==> config.mk <==
export PLATFORM = sky130hd
export DESIGN_NAME = byte_pattern_search_flat
export DESIGN_NICKNAME = d
export VERILOG_FILES = /design/src/hw/rtl/bps_pkg.sv /design/src/hw/rtl/bps_if.sv /design/src/hw/rtl/bps_cell.sv /design/src/hw/rtl/byte_pattern_search.sv /design/src/flat_wrapper.sv
export SDC_FILE = /design/constraint.sdc
export NUM_CORES = 2
export LEC_CHECK = 0
export BUFFER_PORTS_ARGS = -buffer_cell sky130_fd_sc_hd__buf_4
export CORE_ASPECT_RATIO = 0.7
export CORE_MARGIN = 2
export CORE_UTILIZATION = 55
export DETAILED_ROUTE_END_ITERATION = 7
export GPL_ROUTABILITY_DRIVEN = 0
export PLACE_DENSITY = 0.74
export SLEW_MARGIN = 20
export SYNTH_ARGS = -nofsm -noshare
export SYNTH_HDL_FRONTEND = slang
export SYNTH_SLANG_ARGS = --single-unit
export TNS_END_PERCENT = 1
==> constraint.sdc <==
create_clock -name clk -period 6.1 [get_ports clk]
set_input_delay 0.915 -clock clk [delete_from_list [all_inputs] [get_ports clk]]
set_output_delay 0.915 -clock clk [all_outputs]
set_load 0.005 [all_outputs]
==> src/hw/rtl/bps_pkg.sv <==
// bps_pkg: shared types and constants for the byte pattern search block
// item payloads for both channels, cell control and configuration register indexes
// no dependencies
package bps_pkg;

  localparam int unsigned PAT_BYTES = 32;
  localparam int unsigned CFG_IDX_W = 3;
  localparam int unsigned CFG_DATA_W = 64;
  localparam int unsigned LEN_W = 6;
  localparam int unsigned OFFSET_W = 16;

  localparam logic [CFG_IDX_W-1:0] REG_PAT_0_7   = 3'd0;
  localparam logic [CFG_IDX_W-1:0] REG_PAT_8_15  = 3'd1;
  localparam logic [CFG_IDX_W-1:0] REG_PAT_16_23 = 3'd2;
  localparam logic [CFG_IDX_W-1:0] REG_PAT_24_31 = 3'd3;
  localparam logic [CFG_IDX_W-1:0] REG_PAT_LEN   = 3'd4;

  typedef struct packed {
    logic [7:0]          text_byte;
    logic                first_item;
    logic                last_item;
    logic                carries_no_byte;
    logic [OFFSET_W-1:0] start_from;
  } in_item_t;

  typedef struct packed {
    logic                found;
    logic [OFFSET_W-1:0] match_index;
  } out_item_t;

  // window cell load control: one copy drives the head cell, another is shared by the other cells
  typedef struct packed {
    logic load;
    logic zero;
  } cell_ctl_t;

endpackage

==> src/hw/rtl/bps_if.sv <==
// bps_if: valid/ready stream interfaces for the input and result channels
// depends on bps_pkg for the item payload types
interface bps_in_if;
  logic             valid;
  logic             ready;
  bps_pkg::in_item_t item;

  modport source (output valid, output item, input ready);
  modport sink   (input valid, input item, output ready);
endinterface

interface bps_out_if;
  logic               valid;
  logic               ready;
  bps_pkg::out_item_t item;

  modport source (output valid, output item, input ready);
  modport sink   (input valid, input item, output ready);
endinterface

==> src/hw/rtl/bps_cell.sv <==
// bps_cell: one position of the text window with its aligned pattern byte
// depends on bps_pkg for the cell control struct
module bps_cell (
  input  logic               clk,
  input  logic               rst_n,
  input  bps_pkg::cell_ctl_t ctl,
  input  logic [7:0]         d_in,
  input  logic [7:0]         ref_in,
  input  logic               skip_in,
  output logic [7:0]         win,
  output logic               eq
);

  logic [7:0] win_r;
  logic [7:0] win_nxt;
  logic [7:0] ref_r;
  logic       skip_r;

  always_comb begin
    win_nxt = win_r;
    if (ctl.load) begin
      win_nxt = ctl.zero ? 8'd0 : d_in;
    end
  end

  always_ff @(posedge clk) begin
    if (!rst_n) begin
      win_r <= '0;
    end else begin
      win_r <= win_nxt;
    end
    ref_r  <= ref_in;
    skip_r <= skip_in;
  end

  // positions beyond the pattern length always agree
  assign eq  = skip_r | (win_r == ref_r);
  assign win = win_r;

endmodule

==> src/hw/rtl/byte_pattern_search.sv <==
// byte_pattern_search: streamed search for a configured byte pattern of up to 32 bytes
// depends on bps_pkg, bps_if (bps_in_if, bps_out_if) and bps_cell
//
// Usage: load the pattern bytes and the pattern length through cfg_we / cfg_index /
// cfg_data while no search is in flight. Text bytes then stream in on in_ch, one per
// item; first_item opens a search and samples start_from, last_item closes the text,
// and carries_no_byte marks an item without a byte (empty text). Each search gives
// exactly one item on out_ch: the index of the leftmost match at or after the start
// offset as soon as its last byte arrives, or not-found with the last item.
// Items between the result and the next first_item give nothing.
// A result passes the compare stage and then the output register once its item is
// accepted. Throughput: one item per cycle while in_ch is ready; a row of MAX_PATTERN
// window cells shifts once per item and all cells compare in the cycle after acceptance.
// Reset (synchronous, rst_n low) clears the pattern registers, the window, the count,
// the start offset and the pipeline. When out_ch stalls, the result waits in the
// output register and items keep flowing as long as the item in the compare stage
// gives no result; once that item has a result of its own, in_ch.ready drops until
// out_ch takes the waiting one.
module byte_pattern_search #(
  parameter int unsigned MAX_PATTERN = 32,
  parameter int unsigned INDEX_BITS  = 16
) (
  input  logic                              clk,
  input  logic                              rst_n,
  input  logic                              cfg_we,
  input  logic [bps_pkg::CFG_IDX_W-1:0]     cfg_index,
  input  logic [bps_pkg::CFG_DATA_W-1:0]    cfg_data,
  bps_in_if.sink                            in_ch,
  bps_out_if.source                         out_ch
);

  localparam int unsigned CNT_W = INDEX_BITS + 1;
  localparam int unsigned CMP_W = (CNT_W > bps_pkg::OFFSET_W) ? CNT_W
                                                              : bps_pkg::OFFSET_W + 1;
  localparam logic [CNT_W-1:0] COUNT_CAP = {CNT_W{1'b1}};
  localparam logic [CMP_W-1:0] MAX_INDEX = CMP_W'(COUNT_CAP >> 1);

  // configuration
  logic [bps_pkg::CFG_DATA_W-1:0] pat_r [4];
  logic [bps_pkg::LEN_W-1:0]      len_r;
  logic [8*bps_pkg::PAT_BYTES-1:0] pat_all;
  logic [bps_pkg::LEN_W-1:0]      len_use;

  // search state
  logic [CNT_W-1:0]             count_r, count_nxt;
  logic [bps_pkg::OFFSET_W-1:0] start_r, start_nxt;
  logic                         given_r, given_nxt;

  // compare stage
  logic                         s1_valid_r, s1_valid_nxt;
  logic                         s1_first_r, s1_last_r, s1_cand_r, s1_empty_r;
  logic [bps_pkg::OFFSET_W-1:0] s1_index_r;

  // output register
  logic               out_valid_r, out_valid_nxt;
  bps_pkg::out_item_t out_item_r;

  // cell row
  logic [7:0]             win [MAX_PATTERN];
  logic [MAX_PATTERN-1:0] eq_vec;
  bps_pkg::cell_ctl_t     ctl_head, ctl_body;

  logic                   accept, present, sat;
  logic [CNT_W-1:0]       count_base;
  logic [CMP_W-1:0]       count_x, start_x, len_x, s_x;
  logic                   cand, is_empty;
  logic [bps_pkg::OFFSET_W-1:0] index_c;
  logic                   given_eff, hit, s1_emit, s1_adv, out_free;

  // configuration registers
  always_ff @(posedge clk) begin
    if (!rst_n) begin
      for (int i = 0; i < 4; i++) begin
        pat_r[i] <= '0;
      end
      len_r <= '0;
    end else if (cfg_we) begin
      case (cfg_index)
        bps_pkg::REG_PAT_0_7:   pat_r[0] <= cfg_data;
        bps_pkg::REG_PAT_8_15:  pat_r[1] <= cfg_data;
        bps_pkg::REG_PAT_16_23: pat_r[2] <= cfg_data;
        bps_pkg::REG_PAT_24_31: pat_r[3] <= cfg_data;
        bps_pkg::REG_PAT_LEN:   len_r    <= cfg_data[bps_pkg::LEN_W-1:0];
        default: ;
      endcase
    end
  end

  assign pat_all = {pat_r[3], pat_r[2], pat_r[1], pat_r[0]};
  assign len_use = (len_r > bps_pkg::LEN_W'(MAX_PATTERN)) ? bps_pkg::LEN_W'(MAX_PATTERN)
                                                          : len_r;

  // handshake
  assign out_free = !out_valid_r || out_ch.ready;
  assign s1_adv   = !s1_valid_r || !s1_emit || out_free;
  assign in_ch.ready = s1_adv;
  assign accept   = in_ch.valid && s1_adv;

  // window cell row: cell k holds the byte k positions before the newest one
  assign present       = !in_ch.item.carries_no_byte;
  assign ctl_head.load = accept && (in_ch.item.first_item || present);
  assign ctl_head.zero = !present;
  assign ctl_body.load = ctl_head.load;
  assign ctl_body.zero = !present || in_ch.item.first_item;

  for (genvar k = 0; k < MAX_PATTERN; k++) begin : g_cell
    logic [bps_pkg::LEN_W-1:0] ref_idx;
    logic                      skip;

    // cell k faces pattern byte len-1-k
    assign ref_idx = len_use - bps_pkg::LEN_W'(1) - bps_pkg::LEN_W'(k);
    assign skip    = bps_pkg::LEN_W'(k) >= len_use;

    if (k == 0) begin : g_head
      bps_cell u_cell (
        .clk     (clk),
        .rst_n   (rst_n),
        .ctl     (ctl_head),
        .d_in    (in_ch.item.text_byte),
        .ref_in  (pat_all[{ref_idx[4:0], 3'b000} +: 8]),
        .skip_in (skip),
        .win     (win[k]),
        .eq      (eq_vec[k])
      );
    end else begin : g_body
      bps_cell u_cell (
        .clk     (clk),
        .rst_n   (rst_n),
        .ctl     (ctl_body),
        .d_in    (win[k-1]),
        .ref_in  (pat_all[{ref_idx[4:0], 3'b000} +: 8]),
        .skip_in (skip),
        .win     (win[k]),
        .eq      (eq_vec[k])
      );
    end
  end

  // count, start offset and match eligibility for the item being accepted
  always_comb begin
    count_base = in_ch.item.first_item ? '0 : count_r;
    sat        = present && (count_base == COUNT_CAP);
    count_nxt  = count_r;
    start_nxt  = start_r;
    if (accept) begin
      count_nxt = (present && !sat) ? count_base + CNT_W'(1) : count_base;
      start_nxt = in_ch.item.first_item ? in_ch.item.start_from : start_r;
    end
  end

  always_comb begin
    count_x  = CMP_W'(count_nxt);
    start_x  = CMP_W'(start_nxt);
    len_x    = CMP_W'(len_use);
    s_x      = count_x - len_x;
    is_empty = (len_use == '0);
    if (is_empty) begin
      cand    = (start_x <= count_x) && (start_x <= MAX_INDEX);
      index_c = start_nxt;
    end else begin
      cand    = present && !sat && (count_x >= len_x) && (s_x >= start_x)
                && (s_x <= MAX_INDEX);
      index_c = s_x[bps_pkg::OFFSET_W-1:0];
    end
  end

  // compare stage decision
  assign given_eff = s1_first_r ? 1'b0 : given_r;
  assign hit       = s1_cand_r && (s1_empty_r || (&eq_vec));
  assign s1_emit   = !given_eff && (hit || s1_last_r);

  always_comb begin
    given_nxt = given_r;
    if (s1_valid_r && s1_adv) begin
      given_nxt = given_eff || s1_emit;
    end
    s1_valid_nxt = s1_valid_r;
    if (accept) begin
      s1_valid_nxt = 1'b1;
    end else if (s1_adv) begin
      s1_valid_nxt = 1'b0;
    end
    out_valid_nxt = out_valid_r;
    if (s1_valid_r && s1_emit && s1_adv) begin
      out_valid_nxt = 1'b1;
    end else if (out_ch.ready) begin
      out_valid_nxt = 1'b0;
    end
  end

  always_ff @(posedge clk) begin
    if (!rst_n) begin
      count_r     <= '0;
      start_r     <= '0;
      given_r     <= 1'b0;
      s1_valid_r  <= 1'b0;
      out_valid_r <= 1'b0;
    end else begin
      count_r     <= count_nxt;
      start_r     <= start_nxt;
      given_r     <= given_nxt;
      s1_valid_r  <= s1_valid_nxt;
      out_valid_r <= out_valid_nxt;
    end
  end

  always_ff @(posedge clk) begin
    if (accept) begin
      s1_first_r <= in_ch.item.first_item;
      s1_last_r  <= in_ch.item.last_item;
      s1_cand_r  <= cand;
      s1_empty_r <= is_empty;
      s1_index_r <= index_c;
    end
    if (s1_valid_r && s1_emit && s1_adv) begin
      out_item_r.found       <= hit;
      out_item_r.match_index <= hit ? s1_index_r : '0;
    end
  end

  assign out_ch.valid = out_valid_r;
  assign out_ch.item  = out_item_r;

endmodule
==> src/flat_wrapper.sv <==
// flat-port wrapper written by rule: the top's interface ports become plain ports
module byte_pattern_search_flat 
#(
  parameter int unsigned MAX_PATTERN = 32,
  parameter int unsigned INDEX_BITS  = 16
)
  (clk, rst_n, cfg_we, cfg_index, cfg_data, in_ch_valid, in_ch_item, in_ch_ready, out_ch_valid, out_ch_item, out_ch_ready);
  bps_in_if in_ch_i ();
  bps_out_if out_ch_i ();
  input  logic clk;
  input  logic rst_n;
  input  logic cfg_we;
  input  logic [bps_pkg::CFG_IDX_W-1:0] cfg_index;
  input  logic [bps_pkg::CFG_DATA_W-1:0] cfg_data;
  input wire logic [$bits(in_ch_i.valid)-1:0] in_ch_valid;
  input wire logic [$bits(in_ch_i.item)-1:0] in_ch_item;
  output wire logic [$bits(in_ch_i.ready)-1:0] in_ch_ready;
  output wire logic [$bits(out_ch_i.valid)-1:0] out_ch_valid;
  output wire logic [$bits(out_ch_i.item)-1:0] out_ch_item;
  input wire logic [$bits(out_ch_i.ready)-1:0] out_ch_ready;
  assign in_ch_i.valid = in_ch_valid;
  assign in_ch_i.item = in_ch_item;
  assign in_ch_ready = in_ch_i.ready;
  assign out_ch_valid = out_ch_i.valid;
  assign out_ch_item = out_ch_i.item;
  assign out_ch_i.ready = out_ch_ready;
  byte_pattern_search #(.MAX_PATTERN(MAX_PATTERN), .INDEX_BITS(INDEX_BITS)) u_core (.clk(clk), .rst_n(rst_n), .cfg_we(cfg_we), .cfg_index(cfg_index), .cfg_data(cfg_data), .in_ch(in_ch_i), .out_ch(out_ch_i));
endmodule
==> reports/metrics.yaml <==
ctsHoldBuffers: 0
ys_ff_latch: 879
yosysTopAreaCell: "dfxtp_1"
drt_iter0_markers: 4971
synth_ff_type: "dfxtp_1"
cp.arrival_ps: 6650
switchingPower_mw: 5.16
drv_slew: 0
clock_path_buffers: 3
row_count: 89
antenna_found_initial: 19
routed_via_density: 6.38
finalPower_mw: 16.4
cellLeakagePower_nw: 21.5
internal-power_mw: 11.3
avgSynthCellArea_um2: 11.5
criticalPathCategory: "reg2reg"
status: "complete, no violations"
placed_cells: 5320
synth_xor_area_share_pct: 5.49
drt_first_pass_iters: 8
slowest_delay_ps: 400
syn_area_um2: 47000
powerDensity_nw_per_um2: 304
end_kind: "flop"
drc: 0
synth_cell_types: 79
drive_gt1_share_pct: 23.4
synth_nets: 4242
fp.dieH_um: 249
yosysTopAreaCellShare_pct: 24.9
synth_top_family_by_area: "multiplexers"
power_frac_seq_pct: 43.1
synthAdderAreaFrac_pct: 1.48
slew_headroom_pct: 22.2
grt_pass1_wl_mm: 224
cts_buffers: 85
grt_max_degree: 185
synth_cells: 4088
fin_area_um2: 54000
synthSimpleGateAreaFrac_pct: 11.9
ys_seq_area_share_pct: 43.7
ant_nets: 0
ir_worst_vdd_mv: 0.275
wl_per_cell_um: 28.5
io-pin-count: 118
fin_setup_tns_ps: 0
dp_hpwl_mm: 117
clock-root-buffer: "clkbuf_16"
clockPowerShare_pct: 33.7
setup_viol: 0
cts_sinks: 879
hold_viol_final: 0
p_comb_share_pct: 23.2
clock_skew_ps: 29.8
core_um2: 84500
syn2layout_area_growth_pct: 14.7
ys_warn_count: 0
cap_violations: 0
synth-edff-count: 293
swShare_pct: 31.4
rsz0062_at_grt: "true"
final_util_pct: 63.8
cts_htree_levels: 3
routed_wl_mm: 156
clk_latency_ps: 700
cp-start-kind: "flop"
start_util_pct: 55.6
async_flop_share_pct: 0
grt_pass1_vias: 32500
dieWidth_um: 353
min_period_ps: 6080
cp_common_cell: "buf_4"
vias: 35000
critPathSlowestCell: "o31ai_4"
placed_cell_area_um2: 50500
final_nets: 4430
hp-class: "in2reg"
synth.area.top_cells: "dfxtp_1 (25%), edfxtp_1 (19%), mux2i_1 (17%)"
gr-total-overflow: 0
grt_use_total_pct: 34.6
cts_tree: "built"
die_area_um2: 87900
numPortBuffers: 117
worst_pin_slew_ps: 1170
synth_mux_area_share_pct: 28.2
worstPathMaxFanout: 4
fmax_mhz: 164
required_ps: 6670
clkSlewWorstSetupHoldPaths_ps: 70
synth-compound-area-share_pct: 6.51
fin_crit_sh_pct: 99.7
instances_no_fill: 5485
[path summary, 6_finish.rpt]
| kind | depth (start not counted) | start | slack (ps) | to |
|---|---|---|---|---|
| worst max-delay path | 31 | u_core.g_cell[16].g_body.u_cell.win[1] | 20 | u_core.s1_cand_r |
| worst min-delay path | 1 | in_ch_item[17] | 390 | u_core.s1_last_r |
| worst max register to register | 31 | u_core.g_cell[16].g_body.u_cell.win[1] | 20 | u_core.s1_cand_r |
| worst min register to register | 1 | u_core.s1_index_r[12] | 510 | u_core.out_ch.item[12] |
[stage by stage]
stage          setup slack (ps)  hold WS, ps
5_1_grt                    -266          362
6_report                   19.1          390
4_1_cts                    20.3          358
2_1_floorplan              -308          465
3_5_place_dp               -368          511
3_3_place_gp               -361          506
[layout by cell type (no fill, tap or decap), types with 7 or more instances in the layout]
cell type and n:
clkbuf_16 89, nor3_1 8, edfxtp_1 293, a21o_1 10
mux2i_1 794, a22oi_1 258, nor2_1 23, inv_6 7
buf_12 9, xnor2_2 18, and3_1 7, dfxtp_2 20
clkinv_2 18, buf_4 353, nand2_1 186, and2_1 285
mux4_2 128, nor4_1 41, xor2_1 262, nand4_1 15
o21a_1 8, nand2b_1 13, inv_1 40, xor2_2 7
a21oi_1 65, o21ai_0 21, nand3_1 14, nor4_2 32
or3_1 7, clkbuf_1 7, nor2b_1 300, clkbuf_8 12
dfxtp_1 563, a21oi_2 12, mux2_2 215, ha_1 50
[worst max-delay path, delay by kind of cell (launching register included)]
| family | cells | cell delay (ps) |
|---|---|---|
| AOI/OAI and AO/OA | 12 | 2140 |
| xor gates and xnor gates | 2 | 320 |
| adders and majority gates | 3 | 860 |
| buffers and inverters | 5 | 660 |
| DFF | 1 | 350 |
| and+or+nand+nor | 9 | 1660 |
[logic make-up after synthesis]
| kind of cell | Yosys count |
|---|---|
| mux | 1138 |
| flops | 879 |
| compound gates | 433 |
| fa+ha+maj | 55 |
| buf+inv | 317 |
| xor+xnor | 295 |
| simple gates | 971 |
[metal layers]
metal / track usage (%) / up-vias / wire length, µm
met5: 0 / - / 135
met3: 14.4 / 386 / 22700
met1: 50.1 / 17200 / 65900
met4: 12.7 / 18 / 7070
li1: - / 15300 / -
met2: 45.6 / 2094 / 60400
[cells in the mapped netlist (8+ instances only)]
master      n
ha_1       54
buf_1      49
dfxtp_1   586
a21o_1     11
nor3_1      9
nor2b_1   301
o21a_1      8
nor2_1     28
nand2_1   188
buf_2      52
nand3_1    14
edfxtp_1  293
nor4_1     73
xnor2_1    26
inv_1      41
xor2_1    269
mux2_2    215
mux4_2    128
o21ai_0    27
a22oi_1   258
nand4_1    15
and2_1    285
mux2i_1   794
nand2b_1   14
a21oi_1    77
clkbuf_1  158
[power by group through the flow]
stage	registers, mW	clock network, mW	logic (mW)
floorplan	7.04	0	2.09
global placement	7.16	0	3.46
detailed placement	7.17	0	3.50
CTS	7.05	5.55	3.54
global route	7.11	5.80	3.89
finish	7.08	5.54	3.81
[sequential cells by signal, summed over array words and instances (netlist names), 6 cells and up]
signal / count
u_core.start_r: 16
u_core.g_cell.g_head.u_cell.win: 8
u_core.g_cell.g_body.u_cell.win: 248
u_core.len_r: 6
u_core.s1_index_r: 16
u_core.pat_r: 256
u_core.out_ch.item: 17
u_core.count_r: 17
u_core.g_cell.g_body.u_cell.skip_r: 31
u_core.g_cell.g_body.u_cell.ref_r: 248
u_core.g_cell.g_head.u_cell.ref_r: 8
[cell type report]
type	instances	area, µm²
antenna	5	12.5
clock buffer	109	2430
clock inverter	45	477
fill	6520	30600
inverter	53	213
multi-input combinational	2892	26000
sequential	879	20600
tap	1137	1420
timing repair buffer	365	2860
[what timing repair did]
| item | 4_1_cts | 5_1_grt |
|---|---|---|
| setup buffers | 0 | 6 |
| setup endpoints to repair | 1 | 1 |
| resized for setup | 12 | 92 |
| gates cloned | 0 | 0 |
| pin swaps | 2 | 43 |
Power figures use the tool's default switching activity.
